File: config.mk
export PLATFORM = sky130hd
export DESIGN_NAME = cbs_lerp
export DESIGN_NICKNAME = d
export VERILOG_FILES = /design/src/cbs_pkg.sv /design/src/cbs_lerp.sv
export SDC_FILE = /design/constraint.sdc
export NUM_CORES = 2
export LEC_CHECK = 0
export BUFFER_PORTS_ARGS = -buffer_cell sky130_fd_sc_hd__buf_4
export CORE_ASPECT_RATIO = 0.7
export CORE_MARGIN = 4
export CORE_UTILIZATION = 38
export DETAILED_ROUTE_END_ITERATION = 8
export PLACE_DENSITY = 0.62
export SLEW_MARGIN = 20
export SYNTH_ARGS = -nofsm -noshare
export SYNTH_HDL_FRONTEND = slang
export SYNTH_SLANG_ARGS = --single-unit
File: constraint.sdc
create_clock -name clk -period 9.8 [get_ports clk]
set_input_delay 0.98 -clock clk [delete_from_list [all_inputs] [get_ports clk]]
set_output_delay 0.98 -clock clk [all_outputs]
set_load 0.01 [all_outputs]
File: src/cbs_pkg.sv
// ----------------------------------------------------------------------------
// cbs_pkg
// Shared types and constants for the cubic Bezier split pipeline.
// ----------------------------------------------------------------------------
package cbs_pkg;

    // Fraction bits of the split parameter t
    localparam int T_FRAC_BITS = 16;

    // Coordinate width (signed Q16.16)
    localparam int COORD_W = 32;

    // t after saturation to 1.0 needs one integer bit
    localparam int T_W = T_FRAC_BITS + 1;

    // Difference of two coordinates, and its product with t
    localparam int DIFF_W = COORD_W + 1;
    localparam int PROD_W = DIFF_W + T_W;

    // Exactly 1.0 in t format
    localparam logic [T_W-1:0] T_ONE = T_W'(1) << T_FRAC_BITS;
    localparam logic [31:0] T_ONE_32 = 32'(1) << T_FRAC_BITS;

    typedef logic signed [COORD_W-1:0] coord_t;
    typedef logic [T_W-1:0] tfrac_t;

    typedef struct packed {
        coord_t x;
        coord_t y;
    } point_t;

    // Register enables of one two-stage interpolator
    typedef struct packed {
        logic mul;
        logic add;
    } lerp_en_t;

endpackage

File: src/cbs_lerp.sv
// ----------------------------------------------------------------------------
// cbs_lerp
// Two-stage point interpolator: a + floor((b - a) * t / 2^T_FRAC_BITS).
// ----------------------------------------------------------------------------
module cbs_lerp
(
    input  logic              clk,
    input  cbs_pkg::lerp_en_t en,
    input  cbs_pkg::point_t   a,
    input  cbs_pkg::point_t   b,
    input  cbs_pkg::tfrac_t   t,
    output cbs_pkg::point_t   res
);

    logic signed [cbs_pkg::DIFF_W-1:0] diff_x;
    logic signed [cbs_pkg::DIFF_W-1:0] diff_y;
    logic signed [cbs_pkg::T_W:0]      t_s;
    logic signed [cbs_pkg::PROD_W-1:0] prod_x_next;
    logic signed [cbs_pkg::PROD_W-1:0] prod_y_next;
    logic signed [cbs_pkg::PROD_W-1:0] prod_x_reg;
    logic signed [cbs_pkg::PROD_W-1:0] prod_y_reg;
    cbs_pkg::point_t                   a_reg;
    logic signed [cbs_pkg::PROD_W-1:0] sum_x;
    logic signed [cbs_pkg::PROD_W-1:0] sum_y;
    cbs_pkg::point_t                   res_next;
    cbs_pkg::point_t                   res_reg;

    // Widen the difference so it never overflows
    assign diff_x = cbs_pkg::DIFF_W'(b.x) - cbs_pkg::DIFF_W'(a.x);
    assign diff_y = cbs_pkg::DIFF_W'(b.y) - cbs_pkg::DIFF_W'(a.y);
    assign t_s    = $signed({1'b0, t});

    // Scale the difference by t
    assign prod_x_next = cbs_pkg::PROD_W'(diff_x * t_s);
    assign prod_y_next = cbs_pkg::PROD_W'(diff_y * t_s);

    always_ff @(posedge clk)
    begin
        if (en.mul)
        begin
            prod_x_reg <= prod_x_next;
            prod_y_reg <= prod_y_next;
            a_reg      <= a;
        end
    end

    // Floor the product and add back the start point
    assign sum_x = cbs_pkg::PROD_W'(a_reg.x) + (prod_x_reg >>> cbs_pkg::T_FRAC_BITS);
    assign sum_y = cbs_pkg::PROD_W'(a_reg.y) + (prod_y_reg >>> cbs_pkg::T_FRAC_BITS);

    always_comb
    begin
        res_next.x = sum_x[cbs_pkg::COORD_W-1:0];
        res_next.y = sum_y[cbs_pkg::COORD_W-1:0];
    end

    always_ff @(posedge clk)
    begin
        if (en.add)
        begin
            res_reg <= res_next;
        end
    end

    assign res = res_reg;

endmodule

==> impl_summary.log <==
[metrics] net count of the finished layout: 7032
[metrics] final global-route overflow total: 0
[metrics] number of clock sinks seen by CTS: 192
[metrics] Total Negative Setup Slacks: 0 ns
[metrics] count of flip-flops with a built-in enable after synthesis: 192
[metrics] final period demand of the worst path: 9.33 ns
[metrics] maximum number of pins on one net before global-route repair: 79
[metrics] core region area: 127000 um^2
[metrics] leading cell types in the layout, fill and taps excluded: inv_1 (1324), fa_1 (1032), nand2_1 (591), and2_1 (549), buf_4 (388)
[metrics] Synth Warn #: 0
[metrics] Routed met1 length: 64100 um
[metrics] fin crit share: 95.2%
[metrics] setup violators final: 0
[metrics] total via count in the routed design: 35400
[metrics] Worst setup SP type: primary input
[metrics] combined area of the multi-input logic cells: 37600 um^2
[metrics] num rows: 109
[metrics] Placed Area: 53700 um^2
[metrics] clock tree from TritonCTS: yes
[metrics] number of input and output port buffers inserted: 211
[metrics] global-route wire length before repair: 214000 um
[metrics] H-tree depth reported by CTS: 4
[metrics] count of state elements after synthesis: 192
[metrics] synthesized area divided by synthesized cell count: 9.30 um^2
[metrics] area share of fa/ha/maj cells after synthesis: 50.9%
[metrics] capturing element type of the critical path: flip-flop
[metrics] max-slew violation count: 0
[metrics] RSZ-0062 raised after global routing: no
[metrics] number of buffers between clock root and the deepest sink: 2
[metrics] routed wl met2: 56400 um
[metrics] result of the run: completed
[metrics] detailed-router iteration count before antenna repair: 5
[metrics] cell type group with the largest total delay on the critical path: adder cells
[metrics] footprint of the flip-flops and latches: 5770 um^2
[metrics] area fraction in and, or, nand and nor cells after synthesis: 15.5%
[metrics] count of max-cap constraint violations: 0
[metrics] horizontal die dimension: 437 um
[metrics] leading cell type in the layout, fill and taps excluded: inv_1
[metrics] library cells used by synthesis: 75
[metrics] highest attainable clock frequency: 0.107 GHz
[metrics] Clock Tree Root: clkbuf_16
[metrics] Async S/R FF share, synth: 0%
[metrics] mux share of post-synthesis cell area: 0.0408%
[metrics] count of buffering cells on the critical path with inverters included: 7
[metrics] relative slew slack: 29.1%
[metrics] Synth Flop Type: edfxtp_1
[metrics] placed wire-length estimate after detailed placement: 104000 um
[metrics] number of remaining DRC errors: 0
[metrics] die outline height: 309 um
[metrics] crit path kind: in -> reg
[metrics] required time worst endpoint: 10.08 ns
[metrics] xor and xnor area share after synthesis: 3.54%
[metrics] detailed router's first-iteration violation count: 2341
[metrics] hold violation total from the final report: 0
[metrics] area growth from synthesis to layout: 11.0%
[metrics] cell type with the highest occurrence count on the critical path: fa_1
[metrics] top sig layer: met4
[metrics] clock skew after layout: 0.0164 ns
[metrics] largest fanout on the critical path: 4
[metrics] final non-filler cell area: 54400 um^2
[metrics] Worst Path Arrival: 9.61 ns
[metrics] clock insertion delay at the later pin of the skew report: 0.53 ns
[metrics] Starting Density: 38.6%
[metrics] Post-Route Hold Slack: 0.566 ns
[metrics] Antenna Violating Nets Remaining: 0
[metrics] Synth Net Count: 6800
[metrics] path type of the worst min-delay path: reg -> reg
[metrics] via count of the first global-routing pass: 37700
[metrics] transition at the pin with the smallest max-transition slack: 1.06 ns
[metrics] overall routing resource usage: 20.2%
[metrics] cells after synthesis: 5274
[metrics] I/O Pins: 212
[metrics] sum of met3 wire segment lengths after detailed routing: 10300 um
[metrics] compound-cell area share of the yosys netlist: 6.55%
[metrics] Post-Route WL: 132000 um
[metrics] netlist area before placement: 49100 um^2
[metrics] placer congestion estimate: 0.879
[metrics] highest-delay cell along the critical path: fa_1
[metrics] Clock transition at path regs: 0.09 ns
[metrics] fraction of final layout cells sized beyond drive strength 1: 8.79%
[metrics] Layout fillers: 12500
[metrics] portion of the post-synthesis area used by sequential elements: 11.8%
[metrics] via/cell ratio: 4.89
[metrics] die area: 135000 um^2
[metrics] antenna violations before repair: 6
[metrics] total CTS buffers: 17
[metrics] per-cell routed wire length: 18.3 um
[metrics] maximum single-stage delay on the critical path: 0.54 ns
[metrics] largest family of logic cells by synthesized area: adder cells
-- what timing repair did --
action                                  4_1_cts  5_1_grt
hold buffers                                  0        0
setup buffers                                 0        0
endpoints found under the setup margin        0       17
gates resized for setup                       0       10
-- cell usage after synthesis, types with 7 or more instances --
master | number | area share (%)
and2_1 | 549 | 7.0
o2111ai_1 | 9 | 0.16
o211ai_1 | 11 | 0.17
ha_1 | 346 | 8.8
o21ai_1 | 11 | 0.11
a21oi_1 | 131 | 1.3
a21boi_0 | 7 | 0.11
a31oi_1 | 16 | 0.20
a211oi_1 | 12 | 0.18
clkbuf_1 | 183 | 1.4
inv_1 | 1324 | 10
nand4_1 | 15 | 0.19
nand2_1 | 591 | 4.5
a21o_1 | 91 | 1.4
fa_1 | 1032 | 42
xnor2_1 | 143 | 2.6
nand2b_1 | 38 | 0.48
o21ai_0 | 78 | 0.80
a21oi_2 | 9 | 0.16
edfxtp_1 | 192 | 12
xor2_1 | 49 | 0.87
nor3_1 | 36 | 0.37
nor2_1 | 116 | 0.89
buf_2 | 9 | 0.092
nor2b_1 | 74 | 0.94
nand3_1 | 40 | 0.41
o21a_1 | 26 | 0.40
and3_1 | 20 | 0.26
o21bai_1 | 16 | 0.24
-- per-stage QoR --
stage	utilization (%)	setup slack, ns	std cells
6_report	42.8	0.474	7243
5_1_grt	42.8	0.00416	7239
4_1_cts	42.7	0.327	7238
3_5_place_dp	42.2	-0.172	7206
3_3_place_gp	42.2	-0.164	7206
2_1_floorplan	-	0.787	5274
-- cell families after synthesis --
| logic type | after synthesis |
|---|---|
| compound gates | 481 |
| buf+inv | 1519 |
| flops | 192 |
| mux | 2 |
| xor+xnor | 195 |
| simple gates | 1507 |
| fa+ha+maj | 1378 |
-- path summary, 6_finish.rpt --
check	endpoint	start	cells after the start	slack [ns]
worst max register to register	res[62]$_DFFE_PP_	a_reg[32]$_DFFE_PP_	14	5.66
worst max-delay path	prod_x_reg[47]$_DFFE_PP_	a[52]	37	0.47
worst min-delay path	res[32]$_DFFE_PP_	a_reg[32]$_DFFE_PP_	1	0.57
worst min register to register	res[32]$_DFFE_PP_	a_reg[32]$_DFFE_PP_	1	0.57
-- cell type report --
cell class	instances	share of cell area, %
clock inverter	15	0.352
antenna	4	0.0184
multi-input combinational	3563	69.1
timing repair buffer	408	6.07
clock buffer	17	0.781
inverter	1324	9.13
sequential	192	10.6
tap	1720	3.95
-- routing by layer --
layer / up-vias / track usage (%)
met5: - / 0.137
met2: 1048 / 29.9
met4: 0 / 3.46
li1: 16200 / -
met3: 114 / 4.81
met1: 18100 / 30.5
Power is not shown: default switching activity piles up to over one toggle a cycle in this logic, so the estimate is an artifact.
